[config.mk]
export PLATFORM = sky130hd
export DESIGN_NAME = integer_to_ascii_formatter
export DESIGN_NICKNAME = d
export VERILOG_FILES = /design/src/rtl/itaf_pkg.sv /design/src/rtl/itaf_bcd_unit.sv /design/src/rtl/itaf_emitter.sv /design/src/rtl/integer_to_ascii_formatter.sv
export SDC_FILE = /design/constraint.sdc
export NUM_CORES = 1
export LEC_CHECK = 0
export BUFFER_PORTS_ARGS = -buffer_cell sky130_fd_sc_hd__buf_4
export CORE_UTILIZATION = 45
export CTS_CLUSTER_SIZE = 30
export DETAILED_ROUTE_END_ITERATION = 12
export GPL_ROUTABILITY_DRIVEN = 0
export GPL_TIMING_DRIVEN = 0
export SLEW_MARGIN = 0
export SYNTH_ARGS = -nofsm -noshare
export SYNTH_HDL_FRONTEND = slang
export SYNTH_SLANG_ARGS = --single-unit
[constraint.sdc]
create_clock -name clk -period 3.3 [get_ports clk]
set_input_delay 0.825 -clock clk [delete_from_list [all_inputs] [get_ports clk]]
set_output_delay 0.825 -clock clk [all_outputs]
set_load 0.005 [all_outputs]
[src/rtl/itaf_pkg.sv]
package itaf_pkg;

    localparam int VALUE_WIDTH = 32;
    localparam int IN_W        = 32;

    // Digit counts derived from the value width (log10(2) ~ 0.302)
    localparam int DEC_DIGITS = (VALUE_WIDTH * 302) / 1000 + 1;
    localparam int HEX_DIGITS = (VALUE_WIDTH + 3) / 4;
    localparam int DIG_W      = DEC_DIGITS * 4;
    localparam int HEX_W      = HEX_DIGITS * 4;
    localparam int CNT_W      = $clog2(DEC_DIGITS + 1);
    localparam int BIT_CNT_W  = $clog2(VALUE_WIDTH + 1);

    localparam logic [1:0] ACTION_UNSIGNED = 2'd0;
    localparam logic [1:0] ACTION_SIGNED   = 2'd1;
    localparam int         ACTION_HEX_BIT  = 1;

    localparam logic [1:0] PFX_NONE  = 2'd0;
    localparam logic [1:0] PFX_MINUS = 2'd1;
    localparam logic [1:0] PFX_HEX   = 2'd2;

    localparam logic [7:0] CHAR_ZERO  = 8'h30;
    localparam logic [7:0] CHAR_UPPER = 8'h41;
    localparam logic [7:0] CHAR_MINUS = 8'h2D;
    localparam logic [7:0] CHAR_X     = 8'h78;

    typedef struct packed {
        logic [DIG_W-1:0] digits;   // left aligned, most significant nibble first
        logic [CNT_W-1:0] ndig;     // nibbles in use
        logic [1:0]       prefix;
    } emit_load_t;

    function automatic logic [7:0] digit_char(input logic [3:0] d);
        logic [7:0] c;
        if (d < 4'd10)
        begin
            c = CHAR_ZERO + {4'd0, d};
        end
        else
        begin
            c = CHAR_UPPER + {4'd0, d} - 8'd10;
        end
        return c;
    endfunction

endpackage

[src/rtl/itaf_bcd_unit.sv]
// Iterative double dabble: one bit per cycle.
module itaf_bcd_unit
(
    input  logic                                clk,
    input  logic                                rst_n,
    input  logic                                start,
    input  logic [itaf_pkg::VALUE_WIDTH-1:0]    bin,
    output logic                                done,
    output logic [itaf_pkg::DIG_W-1:0]          bcd
);

    logic [itaf_pkg::VALUE_WIDTH-1:0] bin_reg, bin_next;
    logic [itaf_pkg::DIG_W-1:0]       bcd_reg, bcd_next;
    logic [itaf_pkg::BIT_CNT_W-1:0]   cnt_reg, cnt_next;
    logic                             run_reg, run_next;
    logic                             done_reg, done_next;
    logic [itaf_pkg::DIG_W-1:0]       adj;

    // add 3 to every nibble of 5 or more
    always_comb
    begin
        for (int i = 0; i < itaf_pkg::DEC_DIGITS; i++)
        begin
            if (bcd_reg[i*4 +: 4] >= 4'd5)
            begin
                adj[i*4 +: 4] = bcd_reg[i*4 +: 4] + 4'd3;
            end
            else
            begin
                adj[i*4 +: 4] = bcd_reg[i*4 +: 4];
            end
        end
    end

    always_comb
    begin
        bin_next  = bin_reg;
        bcd_next  = bcd_reg;
        cnt_next  = cnt_reg;
        run_next  = run_reg;
        done_next = 1'b0;
        if (start)
        begin
            bin_next = bin;
            bcd_next = '0;
            cnt_next = itaf_pkg::BIT_CNT_W'(itaf_pkg::VALUE_WIDTH);
            run_next = 1'b1;
        end
        else if (run_reg)
        begin
            bcd_next = {adj[itaf_pkg::DIG_W-2:0], bin_reg[itaf_pkg::VALUE_WIDTH-1]};
            bin_next = bin_reg << 1;
            cnt_next = cnt_reg - 1'b1;
            if (cnt_reg == itaf_pkg::BIT_CNT_W'(1))
            begin
                run_next  = 1'b0;
                done_next = 1'b1;
            end
        end
    end

    always_ff @(posedge clk or negedge rst_n)
    begin
        if (!rst_n)
        begin
            cnt_reg  <= '0;
            run_reg  <= 1'b0;
            done_reg <= 1'b0;
        end
        else
        begin
            cnt_reg  <= cnt_next;
            run_reg  <= run_next;
            done_reg <= done_next;
        end
    end

    always_ff @(posedge clk)
    begin
        bin_reg <= bin_next;
        bcd_reg <= bcd_next;
    end

    assign done = done_reg;
    assign bcd  = bcd_reg;

endmodule

[src/rtl/itaf_emitter.sv]
// Leading-zero trim by nibble shift, then prefix and digit characters.
module itaf_emitter
(
    input  logic                  clk,
    input  logic                  rst_n,
    input  logic                  load,
    input  itaf_pkg::emit_load_t  cmd,
    output logic                  done,
    output logic                  strobe,
    output logic [7:0]            character,
    output logic                  last
);

    localparam logic [2:0] E_IDLE = 3'd0;
    localparam logic [2:0] E_TRIM = 3'd1;
    localparam logic [2:0] E_PFX0 = 3'd2;
    localparam logic [2:0] E_PFX1 = 3'd3;
    localparam logic [2:0] E_DIG  = 3'd4;

    logic [2:0]                  state_reg, state_next;
    logic [itaf_pkg::DIG_W-1:0]  dig_reg, dig_next;
    logic [itaf_pkg::CNT_W-1:0]  cnt_reg, cnt_next;
    logic [1:0]                  pfx_reg, pfx_next;
    logic                        strobe_reg, strobe_next;
    logic [7:0]                  char_reg, char_next;
    logic                        last_reg, last_next;
    logic [3:0]                  top_nib;
    logic                        one_left;

    assign top_nib  = dig_reg[itaf_pkg::DIG_W-1 -: 4];
    assign one_left = (cnt_reg == itaf_pkg::CNT_W'(1));

    always_comb
    begin
        state_next  = state_reg;
        dig_next    = dig_reg;
        cnt_next    = cnt_reg;
        pfx_next    = pfx_reg;
        strobe_next = 1'b0;
        char_next   = char_reg;
        last_next   = 1'b0;
        done        = 1'b0;
        case (state_reg)
            E_IDLE:
            begin
                if (load)
                begin
                    dig_next   = cmd.digits;
                    cnt_next   = cmd.ndig;
                    pfx_next   = cmd.prefix;
                    state_next = E_TRIM;
                end
            end
            E_TRIM:
            begin
                if (top_nib == 4'd0 && !one_left)
                begin
                    dig_next = dig_reg << 4;
                    cnt_next = cnt_reg - 1'b1;
                end
                else if (pfx_reg == itaf_pkg::PFX_NONE)
                begin
                    state_next = E_DIG;
                end
                else
                begin
                    state_next = E_PFX0;
                end
            end
            E_PFX0:
            begin
                strobe_next = 1'b1;
                if (pfx_reg == itaf_pkg::PFX_HEX)
                begin
                    char_next  = itaf_pkg::CHAR_ZERO;
                    state_next = E_PFX1;
                end
                else
                begin
                    char_next  = itaf_pkg::CHAR_MINUS;
                    state_next = E_DIG;
                end
            end
            E_PFX1:
            begin
                strobe_next = 1'b1;
                char_next   = itaf_pkg::CHAR_X;
                state_next  = E_DIG;
            end
            E_DIG:
            begin
                strobe_next = 1'b1;
                char_next   = itaf_pkg::digit_char(top_nib);
                last_next   = one_left;
                dig_next    = dig_reg << 4;
                cnt_next    = cnt_reg - 1'b1;
                if (one_left)
                begin
                    done       = 1'b1;
                    state_next = E_IDLE;
                end
            end
            default:
            begin
                state_next = E_IDLE;
            end
        endcase
    end

    always_ff @(posedge clk or negedge rst_n)
    begin
        if (!rst_n)
        begin
            state_reg  <= E_IDLE;
            cnt_reg    <= '0;
            strobe_reg <= 1'b0;
            last_reg   <= 1'b0;
        end
        else
        begin
            state_reg  <= state_next;
            cnt_reg    <= cnt_next;
            strobe_reg <= strobe_next;
            last_reg   <= last_next;
        end
    end

    always_ff @(posedge clk)
    begin
        dig_reg  <= dig_next;
        pfx_reg  <= pfx_next;
        char_reg <= char_next;
    end

    assign strobe    = strobe_reg;
    assign character = char_reg;
    assign last      = last_reg;

endmodule

[src/rtl/integer_to_ascii_formatter.sv]
// Integer to ASCII formatter. Pulse start with action and value while busy is low;
// the number's text then comes out one character per strobe, most significant
// first, with last high on the final character. The receiver cannot stall: each
// character is on character/last for exactly one cycle with strobe high, and must
// be taken then. Actions: 0 unsigned decimal, 1 signed decimal (leading '-'),
// 2 or 3 hex with "0x" prefix and uppercase digits; leading zeros are dropped.
// Decimal first runs the bit-serial BCD converter; hex skips it. The emitter then
// loads the digits, drops leading zeros one at a time, picks the prefix and puts
// out the characters. busy falls with the last strobe, so a new item can start
// in that cycle.
module integer_to_ascii_formatter
(
    input  logic                        clk,
    input  logic                        rst_n,
    input  logic                        start,
    output logic                        busy,
    input  logic [1:0]                  action,
    input  logic [itaf_pkg::IN_W-1:0]   value,
    output logic                        strobe,
    output logic [7:0]                  character,
    output logic                        last
);

    // top sequencer states
    localparam logic [1:0] S_IDLE = 2'd0;
    localparam logic [1:0] S_CONV = 2'd1;
    localparam logic [1:0] S_EMIT = 2'd2;

    logic [1:0]                         state_reg, state_next;
    logic                               neg_reg, neg_next;
    logic                               accept;
    logic                               is_hex;
    logic                               is_neg;
    logic [itaf_pkg::VALUE_WIDTH-1:0]   v_in;
    logic [itaf_pkg::VALUE_WIDTH-1:0]   mag;
    logic [itaf_pkg::DIG_W-1:0]         hex_digits;
    logic                               bcd_done;
    logic [itaf_pkg::DIG_W-1:0]         bcd;
    logic                               emit_load;
    logic                               emit_done;
    itaf_pkg::emit_load_t               emit_cmd;

    assign accept = start && !busy;
    assign busy   = (state_reg != S_IDLE);
    assign v_in   = itaf_pkg::VALUE_WIDTH'(value);
    assign is_hex = action[itaf_pkg::ACTION_HEX_BIT];
    assign is_neg = (action == itaf_pkg::ACTION_SIGNED) && v_in[itaf_pkg::VALUE_WIDTH-1];

    // Magnitude for signed decimal; the most negative value negates to itself,
    // which read unsigned is exactly 2^(VALUE_WIDTH-1).
    assign mag = is_neg ? (~v_in + 1'b1) : v_in;

    // Hex nibbles left aligned in the digit word
    assign hex_digits = itaf_pkg::DIG_W'(itaf_pkg::HEX_W'(v_in))
                        << (itaf_pkg::DIG_W - itaf_pkg::HEX_W);

    // Hex loads the emitter at accept; decimal loads when the converter is done
    assign emit_load = (accept && is_hex) || bcd_done;

    always_comb
    begin
        if (bcd_done)
        begin
            emit_cmd.digits = bcd;
            emit_cmd.ndig   = itaf_pkg::CNT_W'(itaf_pkg::DEC_DIGITS);
            emit_cmd.prefix = neg_reg ? itaf_pkg::PFX_MINUS : itaf_pkg::PFX_NONE;
        end
        else
        begin
            emit_cmd.digits = hex_digits;
            emit_cmd.ndig   = itaf_pkg::CNT_W'(itaf_pkg::HEX_DIGITS);
            emit_cmd.prefix = itaf_pkg::PFX_HEX;
        end
    end

    always_comb
    begin
        state_next = state_reg;
        neg_next   = neg_reg;
        case (state_reg)
            S_IDLE:
            begin
                if (accept)
                begin
                    neg_next   = is_neg;
                    state_next = is_hex ? S_EMIT : S_CONV;
                end
            end
            S_CONV:
            begin
                if (bcd_done)
                begin
                    state_next = S_EMIT;
                end
            end
            S_EMIT:
            begin
                if (emit_done)
                begin
                    state_next = S_IDLE;
                end
            end
            default:
            begin
                state_next = S_IDLE;
            end
        endcase
    end

    always_ff @(posedge clk or negedge rst_n)
    begin
        if (!rst_n)
        begin
            state_reg <= S_IDLE;
            neg_reg   <= 1'b0;
        end
        else
        begin
            state_reg <= state_next;
            neg_reg   <= neg_next;
        end
    end

    // bit-serial binary to BCD unit for both decimal actions
    itaf_bcd_unit u_bcd
    (
        .clk   (clk),
        .rst_n (rst_n),
        .start (accept && !is_hex),
        .bin   (mag),
        .done  (bcd_done),
        .bcd   (bcd)
    );

    // character sequencer, drives the registered result ports
    itaf_emitter u_emit
    (
        .clk       (clk),
        .rst_n     (rst_n),
        .load      (emit_load),
        .cmd       (emit_cmd),
        .done      (emit_done),
        .strobe    (strobe),
        .character (character),
        .last      (last)
    );

endmodule

# Word-level counts from Yosys, hierarchy flattened
# Index checks and enable logic that the tools add are counted.
# W data, S select, Z words.
dict set report word_totals {
  out_inout_bits 11
  ff_bits 142
  in_bits 37
  word_cells 129
}
dict set report classes {
  n_mux 47
  addsub 16
  magnitude_cmp 11
  n_bitwise 1
  eq_ne 17
  n_reduce_logical 23
}
# cell n
set ops {}
lappend ops {{$pmux W40 S3} 1}
lappend ops {{$mux W32} 3}
lappend ops {{$mux W40} 2}
lappend ops {{$mux W46} 1}
lappend ops {{$mux W4} 11}
lappend ops {{$ge A4 B3 Y1 const B} 10}
lappend ops {{$add A4 B2 Y4 const B} 9}
lappend ops {{$add A32 B1 Y32 const B} 1}
lappend ops {{$not A32 Y32} 1}
lappend ops {{$pmux W8 S3} 1}
lappend ops {{$mux W3} 6}
lappend ops {{$pmux W3 S5} 1}
lappend ops {{$mux W6} 2}
lappend ops {{$pmux W4 S3} 1}
lappend ops {{$mux W1} 11}
lappend ops {{$reduce_and A3 Y1} 3}
lappend ops {{$add A7 B4 Y8 const A} 1}
lappend ops {{$mux W2} 4}
lappend ops {{$mux W8} 1}
lappend ops {{$ne A2 B2 Y1 const B} 4}
lappend ops {{$sub A8 B4 Y8 const B} 1}
lappend ops {{$add A6 B4 Y7 const A} 1}
lappend ops {{$eq A3 B2 Y1 const B} 2}
lappend ops {{$eq A6 B1 Y1 const B} 1}
lappend ops {{22 further kinds} 36}

# Longest topological paths before layout
# Gate-level depths: netlist (run 1).
dict set report depth {
  word_depth 7
  depth_mapped 7
  depth_no_buf 7
}

# Hierarchy
# A second synthesis (run 1) with hierarchy kept.
dict set report hier_totals {
  hier_cells 794
  hier_area_um2 8329.2
}
# module instances area_each_um2 cells_per_inst seq_area_each_um2
set by_module_without_submodules {}
lappend by_module_without_submodules {itaf_bcd_unit 1 4190.3 413 1961.9}
lappend by_module_without_submodules {itaf_emitter 1 2730.1 192 1696.6}
lappend by_module_without_submodules {integer_to_ascii_formatter 1 1408.9 189 75.1}

# Worst setup path after synthesis (run 1)
# Ideal clock, no wire load.
dict set report synth_path {
  kind {reg2reg}
  start {reg u_emit.dig_reg[37] in the netlist's numbering}
  end {reg u_emit.cnt_reg[1] in the netlist's numbering}
  slack_ns 0.438
  setup_time_ns 0.128
  required_ns 3.172
  period_less_slack_ns 2.862
  arrival_ns 2.734
  n_path_buf 0
  path_stages_with_launch 8
  cell_sequence {edfxtp_1 > inv_1 > ha_1 > or4b_1 > nor3_2 > inv_1 > nand2_1 > mux2_2}
}
dict set report synth_via {
  elab_chain_len 4
}
# element line
set synth_rtl {}
lappend synth_rtl {{start, declared} itaf_emitter.sv:21} ;# logic [itaf_pkg::DIG_W-1:0] dig_reg, dig_next;
lappend synth_rtl {{start signal, assigned} itaf_emitter.sv:130} ;# dig_reg <= dig_next;
lappend synth_rtl {{$logic_not A4 Y1} itaf_emitter.sv:56} ;# if (top_nib == 4'd0 && !one_left)
lappend synth_rtl {{$logic_and A1 B1 Y1} itaf_emitter.sv:56}
lappend synth_rtl {{$ne A2 B1 Y1 (no source line)} -}
lappend synth_rtl {{$reduce_and A3 Y1 (no source line)} -}
lappend synth_rtl {{end signal, assigned} itaf_emitter.sv:122} ;# cnt_reg <= cnt_next;
lappend synth_rtl {{end, declared} itaf_emitter.sv:22} ;# logic [itaf_pkg::CNT_W-1:0] cnt_reg, cnt_next;
# No other way between the ends.
# A chain may end at the register's enable or synchronous reset.

# Final worst setup path (run 1)
dict set report layout_path {
  start {in value[0] in the netlist's numbering}
  end {reg u_bcd.bin_reg[28] in the netlist's numbering, data pin}
}
dict set report layout_via {
  elab_chain_len 4
}
# element line
set layout_rtl {}
lappend layout_rtl {{start, declared} integer_to_ascii_formatter.sv:18} ;# input logic [itaf_pkg::IN_W-1:0] value,
lappend layout_rtl {{$not A32 Y32} integer_to_ascii_formatter.sv:51} ;# assign mag = is_neg ? (~v_in + 1'b1) : v_in;
lappend layout_rtl {{$add A32 B1 Y32} integer_to_ascii_formatter.sv:51}
lappend layout_rtl {{$mux W32} integer_to_ascii_formatter.sv:51}
lappend layout_rtl {{$mux W32} itaf_bcd_unit.sv:42} ;# if (start)
lappend layout_rtl {{named net u_bcd.bin_next, one bit} itaf_bcd_unit.sv:12} ;# logic [itaf_pkg::VALUE_WIDTH-1:0] bin_reg, bin_next;
lappend layout_rtl {{end signal, assigned} itaf_bcd_unit.sv:80} ;# bin_reg <= bin_next;
lappend layout_rtl {{end, declared} itaf_bcd_unit.sv:12}
# The timed path passes the listed nets, and every way through them passes these cells.

==> summary.txt, run 1 <==
Routing
  – Post-Route WL: 19,400 microns
  – DR vias/cell: 5.59
  – First-pass detailed-route iteration total: 5
  – # DRC: 0
  – Post-DR wirelength/cell: 17.6 microns
  – ANT nets after route: 0
  – Vias: 6,148
  – DR iter-0 viols: 327

Power
  – PwrDens: 978 mW/mm^2
  – Leak: 3.48 nW
  – Max VDD drop: 659 uV

Final layout
  – Area delta synth->final: 16.5%
  – Fillers: 1,493
  – Share of cells above drive strength 1: 0.102
  – Final Net Count: 930
  – Antenna diodes: 0

STA
  – Final worst slack: 257 ps
  – Worst-Margin Slew: 1020 ps
  – Worst Skew: 9.61 ps
  – Final period utilization: 0.922
  – Fmax achieved: 0.329 GHz
  – Fin crit period: 3040 ps
  – Final Hold Viols: 0
  – RSZ-0062 raised after global routing: false
  – Slew HR: 0.311
  – Setup TNS: 0 ps
  – Max Transition Viols Final: 0
  – Endpoints failing setup: 0

Floorplanning
  – Num ports: 48
  – Starting Density: 0.463
  – Die area: 0.0177 sq mm
  – Rows: 47
  – Core Box Area: 0.0166 sq mm
  – Chip height: 133 microns
  – Die width: 133 microns

Synth
  – YS warnings: 0
  – Area leader, netlist: edfxtp_1
  – Asr flop ratio synth: 0.142
  – Library cells used by synthesis: 54
  – Synthesized flop and latch total: 141
  – Top FF cell, synth: edfxtp_1
  – Syn Nets: 866
  – Synth area leaders: edfxtp_1 32%, dfxtp_1 10%, mux2i_1 8.0%, dfrtp_1 6.5%, o21ai_0 5.6%
  – Cells after Synth: 802
  – Sequential area share after synthesis: 0.484
  – Avg Inst Size Synth: 9.61 sq um
  – Syn Std Cell Area: 0.00771 sq mm
  – Area share of the largest cell type after synthesis: 0.315
  – EDFF count, synth: 81

GRT
  – Initial antenna violation count: 0
  – Grt total ovfl: 0
  – First-pass GRT wire length: 30,800 microns
  – Vias in the first global route: 6,030
  – Largest net degree at the start of global routing: 33
  – Total global-route track usage: 0.227

Worst setup path
  – WP data required: 3470 ps
  – CP endpoint kind: flip-flop
  – Crit-path max FO: 8
  – Critical path type: in2reg
  – CP arrival: 3210 ps
  – Type of origin of the critical path: input port
  – Critical Path Source: value[0]
  – Worst r2r src: state_reg[1]

Clock network
  – Clock slew at reported path FFs: 60 ps
  – CTS Buf Count: 17
  – Clock buffer depth: 2
  – Sink Count: 141
  – Post-CTS Repair Setup Buffers: 0
  – # hold bufs at CTS: 0
  – Resize count post-CTS: 0
  – H-tree depth: 4
  – CTS tree: done
  – CTS root buf: clkbuf_16
  – Skew-Pair Late Insertion Delay: 420 ps

Status
  – Outcome: finished clean

Min path
  – Worst hold path class: in2async

Place
  – Place WS: -120 ps
  – Detail Placement HPWL: 13,800 microns
  – IO buf count: 44

Flow run
  – # Max-Cap Violations: 0
Yosys cell counts (2+ instances only):
| master | number |
|---|---|
| o21a_1 | 3 |
| a21boi_0 | 2 |
| dfrtp_1 | 20 |
| o21ai_0 | 86 |
| buf_1 | 8 |
| nor2_1 | 67 |
| nand4_1 | 4 |
| mux2i_1 | 62 |
| dfxtp_1 | 40 |
| or4_1 | 3 |
| inv_1 | 36 |
| o41ai_1 | 4 |
| a21oi_1 | 43 |
| nor4_4 | 2 |
| nor4_2 | 2 |
| a211o_1 | 5 |
| a21o_1 | 3 |
| nor3_2 | 2 |
| o31a_1 | 2 |
| and3_1 | 6 |
| nand3_1 | 25 |
| nand2b_1 | 16 |
| edfxtp_1 | 81 |
| o31ai_1 | 11 |
| a211oi_1 | 7 |
| a31oi_1 | 3 |
| ha_1 | 27 |
| nand2_1 | 99 |
| nor4_1 | 2 |
| nor3b_1 | 9 |
| nand3b_1 | 4 |
| xor2_1 | 16 |
| o32ai_1 | 2 |
| clkbuf_1 | 33 |
| or3_1 | 2 |
| xnor2_1 | 22 |
| o211ai_1 | 7 |
| nor3_1 | 20 |
stage by stage:
| stage | util | power, mW | hold WS [ps] | instances | instance area (sq um) |
|---|---|---|---|---|---|
| 2_1_floorplan | - | 5.71 | 438 | 802 | 7710 |
| 3_3_place_gp | 0.500 | 6.52 | 458 | 1066 | 8320 |
| 3_5_place_dp | 0.502 | 6.74 | 469 | 1067 | 8350 |
| 4_1_cts | 0.540 | 8.84 | 281 | 1099 | 8980 |
| 5_1_grt | 0.540 | 9.43 | 284 | 1099 | 8980 |
| 6_report | 0.540 | 8.79 | 285 | 1099 | 8980 |
worst paths after layout:
check / end / slack (ps) / cells after the start
setup / recovery: u_bcd.bin_reg[28] / 260 / 8
hold / removal: state_reg[1] / 290 / 1
setup reg to reg: u_bcd.bin_reg[1] / 550 / 5
hold reg to reg: u_bcd.bcd[39] / 480 / 2
max in group asynchronous: u_bcd.cnt_reg[5] / 2770 / 1
min in group clk: u_bcd.bcd[39] / 480 / 2
worst max-delay path, cell delays in order:
cell	delay, ps
buf_4	150
inv_1	80
ha_1	160
nor3b_1	610
nand3_1	330
nor4_2	650
nor3_1	120
a211o_1	290
routing by layer:
metal,routed length (microns),up-vias,global-route usage
met5,0,-,0
met2,9560,152,0.386
li1,-,2994,-
met4,262,0,0.0709
met1,8800,2983,0.291
met3,749,19,0.0448
final cells by class:
| type | count | area [sq um] | share of cell area |
|---|---|---|---|
| clock inverter | 14 | 193 | 0.0215 |
| timing repair buffer | 45 | 358 | 0.0398 |
| tap | 220 | 275 | 0.0307 |
| buffer | 43 | 166 | 0.0185 |
| clock buffer | 18 | 439 | 0.0489 |
| inverter | 36 | 135 | 0.0150 |
| sequential | 141 | 3730 | 0.416 |
| multi-input combinational | 582 | 3680 | 0.410 |
report_power, final:
part / switching [mW] / internal [mW] / leakage [nW]
Clock: 0.772 / 1.29 / 0.298
Sequential: 0.520 / 2.90 / 1.37
Combinational: 1.97 / 1.33 / 1.82
placed cells by master, fill, tap and decap left out, drive strengths merged, types with 26 or more instances in the layout:
cell type  instances
nand2             99
o21ai             86
edfxtp            81
nor2              67
mux2i             62
buf               55
clkbuf            51
a21oi             43
dfxtp             40
inv               37
ha                27
nand3             26
cells by family (layout without fill, tap and decap cells):
group | Yosys count | after routing | share of synthesized area
compound gates | 183 | 183 | 0.139
xor+xnor | 38 | 38 | 0.0432
fa+ha+maj | 27 | 27 | 0.0438
buf+inv | 79 | 156 | 0.0391
flops | 141 | 141 | 0.484
mux | 63 | 63 | 0.0820
other cells | 1 | 1 | 0.000486
simple gates | 270 | 270 | 0.169
(Power assumes the default switching activity.)
==> inputs of run 2 (changes only) <==
--- a/config.mk
+++ b/config.mk
@@ -5,6 +5,7 @@
 export SDC_FILE = /design/constraint.sdc
 export NUM_CORES = 1
 export LEC_CHECK = 0
+export ABC_AREA = 1
 export BUFFER_PORTS_ARGS = -buffer_cell sky130_fd_sc_hd__buf_4
 export CORE_UTILIZATION = 45
 export CTS_CLUSTER_SIZE = 30
==> summary.txt, run 2 <==
GRT
  – Vias in the first global route: 6,266 (+3.9%)
  – First-pass GRT wire length: 32,600 microns (+5.8%)
  – Initial antenna violation count: 0 (unchanged)
  – Largest net degree at the start of global routing: 42 (+27%)
  – Grt total ovfl: 0 (unchanged)
  – Total global-route track usage: 0.236 (+0.00829)

Power
  – PwrDens: 1000 mW/mm^2 (+2.6%)
  – Max VDD drop: 502 uV (-24%)
  – Leak: 4.14 nW (+19%)
  – Tot Pwr: 9.32 mW (+6.1%)

Clock network
  – H-tree depth: 4 (unchanged)
  – CTS root buf: clkbuf_16
  – CTS tree: done
  – Clock slew at reported path FFs: 60 ps (about the same)
  – Post-CTS Repair Setup Buffers: 0 (unchanged)
  – # hold bufs at CTS: 0 (unchanged)
  – Skew-Pair Late Insertion Delay: 420 ps (about the same)
  – Clock buffer depth: 2 (unchanged)
  – CTS Buf Count: 17 (unchanged)
  – Resize count post-CTS: 0 (unchanged)
  – Sink Count: 141 (unchanged)

Worst setup path
  – Worst r2r src: u_emit.dig_reg[36]
  – Critical path type: reg2reg
  – Type of origin of the critical path: flip-flop
  – WP data required: 3420 ps (-50 ps)
  – Crit-path max FO: 29 (+21)
  – Critical Path Source: u_emit.dig_reg[36]
  – CP arrival: 2420 ps (-790 ps)
  – R2R depth: 6 (+1)
  – CP endpoint kind: flip-flop

STA
  – Fmax achieved: 0.434 GHz (+32%)
  – Worst Skew: 6.15 ps (-3.46 ps)
  – Setup TNS: 0 ps (unchanged)
  – Endpoints failing setup: 0 (unchanged)
  – Final period utilization: 0.698 (-0.224)
  – Slew HR: 0.316 (+0.00464)
  – RSZ-0062 raised after global routing: false
  – Worst-Margin Slew: 1030 ps (+3.86 ps)
  – Fin crit period: 2300 ps (-739 ps)
  – Final Hold Viols: 0 (unchanged)
  – Max Transition Viols Final: 0 (unchanged)

Routing
  – First-pass detailed-route iteration total: 5 (unchanged)
  – Vias: 6,752 (+9.8%)
  – DR iter-0 viols: 467 (+43%)
  – Post-DR wirelength/cell: 16.1 microns (-8.9%)
  – # DRC: 0 (unchanged)
  – ANT nets after route: 0 (unchanged)
  – Post-Route WL: 20,600 microns (+6.4%)
  – DR vias/cell: 5.26 (-5.9%)

Synth
  – Asr flop ratio synth: 0.142 (unchanged)
  – EDFF count, synth: 81 (unchanged)
  – Synth area leaders: edfxtp_1 30%, nand2_1 11%, dfxtp_1 10%, dfrtp_1 6.2%, inv_1 5.2%
  – Synthesized flop and latch total: 141 (unchanged)
  – Area leader, netlist: edfxtp_1
  – Syn Nets: 1,043 (+20%)
  – Synth cell count leaders: 232 x nand2_1, 112 x inv_1, 100 x nor2_1, 81 x edfxtp_1, 61 x nand3_1
  – Area share of the largest cell type after synthesis: 0.303 (-0.0121)
  – Sequential area share after synthesis: 0.466 (-0.0186)
  – Most numerous cell in the Yosys netlist: nand2_1
  – YS warnings: 0 (unchanged)
  – Library cells used by synthesis: 42 (-22%)
  – Cells after Synth: 979 (+22%)
  – Syn Std Cell Area: 0.00802 sq mm (+4.0%)
  – Top FF cell, synth: edfxtp_1
  – Avg Inst Size Synth: 8.19 sq um (-15%)

Final layout
  – Area of the multi-input gates: 0.00358 sq mm (-2.8%)
  – Final instance area: 0.00929 sq mm (+3.4%)
  – Final Net Count: 1,109 (+19%)
  – Area delta synth->final: 15.9%
  – Fillers: 1,641 (+9.9%)
  – Commonest non-fill, non-tap cell in the layout: nand2_1
  – Antenna diodes: 0 (unchanged)
  – Most frequent cells in the layout: 232 x nand2_1, 112 x inv_1, 100 x nor2_1, 81 x edfxtp_1, 61 x nand3_1
  – Share of cells above drive strength 1: 0.156 (+0.0536)
  – Reg area: 0.00373 sq mm (unchanged)

Floorplanning
  – Num ports: 48 (unchanged)
  – Core Box Area: 0.0174 sq mm (+4.3%)
  – Starting Density: 0.462 (-0.00134)
  – Rows: 48 (+2.1%)
  – Die area: 0.0184 sq mm (+3.9%)
  – Die width: 135 microns (+1.9%)
  – Chip height: 135 microns (+1.9%)

Status
  – Outcome: finished clean

Place
  – Cell area after placement: 0.00866 sq mm (+3.8%)
  – IO buf count: 46 (+4.5%)
  – Detail Placement HPWL: 15,000 microns (+8.9%)

Min path
  – Worst hold path class: in2async

Flow run
  – # Max-Cap Violations: 0 (unchanged)
==> run 2: cell types whose count changed in the layout (fill, tap and decap cells not counted), moves of 36 or more <==
cell	previous run	this run
nand2_1	97	232
inv_1	36	112
mux2i_1	62	0
o21ai_1	0	44
o21ai_0	86	49
nand3_1	25	61
==> run 2: layout make-up <==
cell class / count / share of cell area
clock inverter: 12 / 0.0179
clock buffer: 20 / 0.0493
multi-input combinational: 674 / 0.385
tap: 225 / 0.0303
timing repair buffer: 47 / 0.0393
inverter: 128 / 0.0517
sequential: 141 / 0.402
buffer: 36 / 0.0245
==> run 2: path summary, 6_finish.rpt <==
path / endpoint / slack (ps)
max: u_emit.dig_reg[10] / 1000
min: u_bcd.cnt_reg[3] / 280
max reg2reg: u_emit.dig_reg[10] / 1000
min reg2reg: u_bcd.bcd[0] / 470
max in group asynchronous: u_emit.strobe / 2800
min in group clk: u_bcd.bcd[0] / 470
==> run 2: metal layers <==
layer | part of all wire | global-route usage | vias to the layer above
met3 | 0.057 | 0.0438 | 18
met2 | 0.47 | 0.383 | 181
met1 | 0.47 | 0.321 | 3138
met5 | 0 | 0 | -
li1 | - | - | 3415
met4 | 0.012 | 0.0637 | 0
==> run 2: report_power, final <==
group          switching (mW)  internal (mW)  leakage [nW]  total, mW
clock                   0.747           1.30         0.300       2.05
combinational            2.38           1.38          2.44       3.76
sequential              0.463           3.05          1.40       3.51
==> run 2: cell families (layout without fill, tap and decap cells) <==
kind of cell | Yosys count | count (layout) | share of synthesized area
other | 1 | 1 | 0.000468
buffers and inverters | 164 | 243 | 0.0883
DFF | 141 | 141 | 0.466
xor gates and xnor gates | 16 | 16 | 0.0175
adders and majority gates | 27 | 27 | 0.0421
and+or+nand+nor | 429 | 429 | 0.223
AOI/OAI and AO/OA | 201 | 201 | 0.162
==> run 2: critical path: stages, from the launching register on <==
cell and delay [ps]:
edfxtp_1 390, inv_1 120, ha_1 150, nor3b_1 230, nand3_1 200, a21oi_4 620, buf_12 280
==> run 2: stage by stage <==
step,setup slack (ps),utilization,hold slack [ps],cells
2_1_floorplan,996,-,432,979
3_3_place_gp,469,0.498,451,1250
3_5_place_dp,668,0.499,453,1251
4_1_cts,943,0.535,277,1283
5_1_grt,807,0.535,281,1283
6_report,996,0.535,277,1283
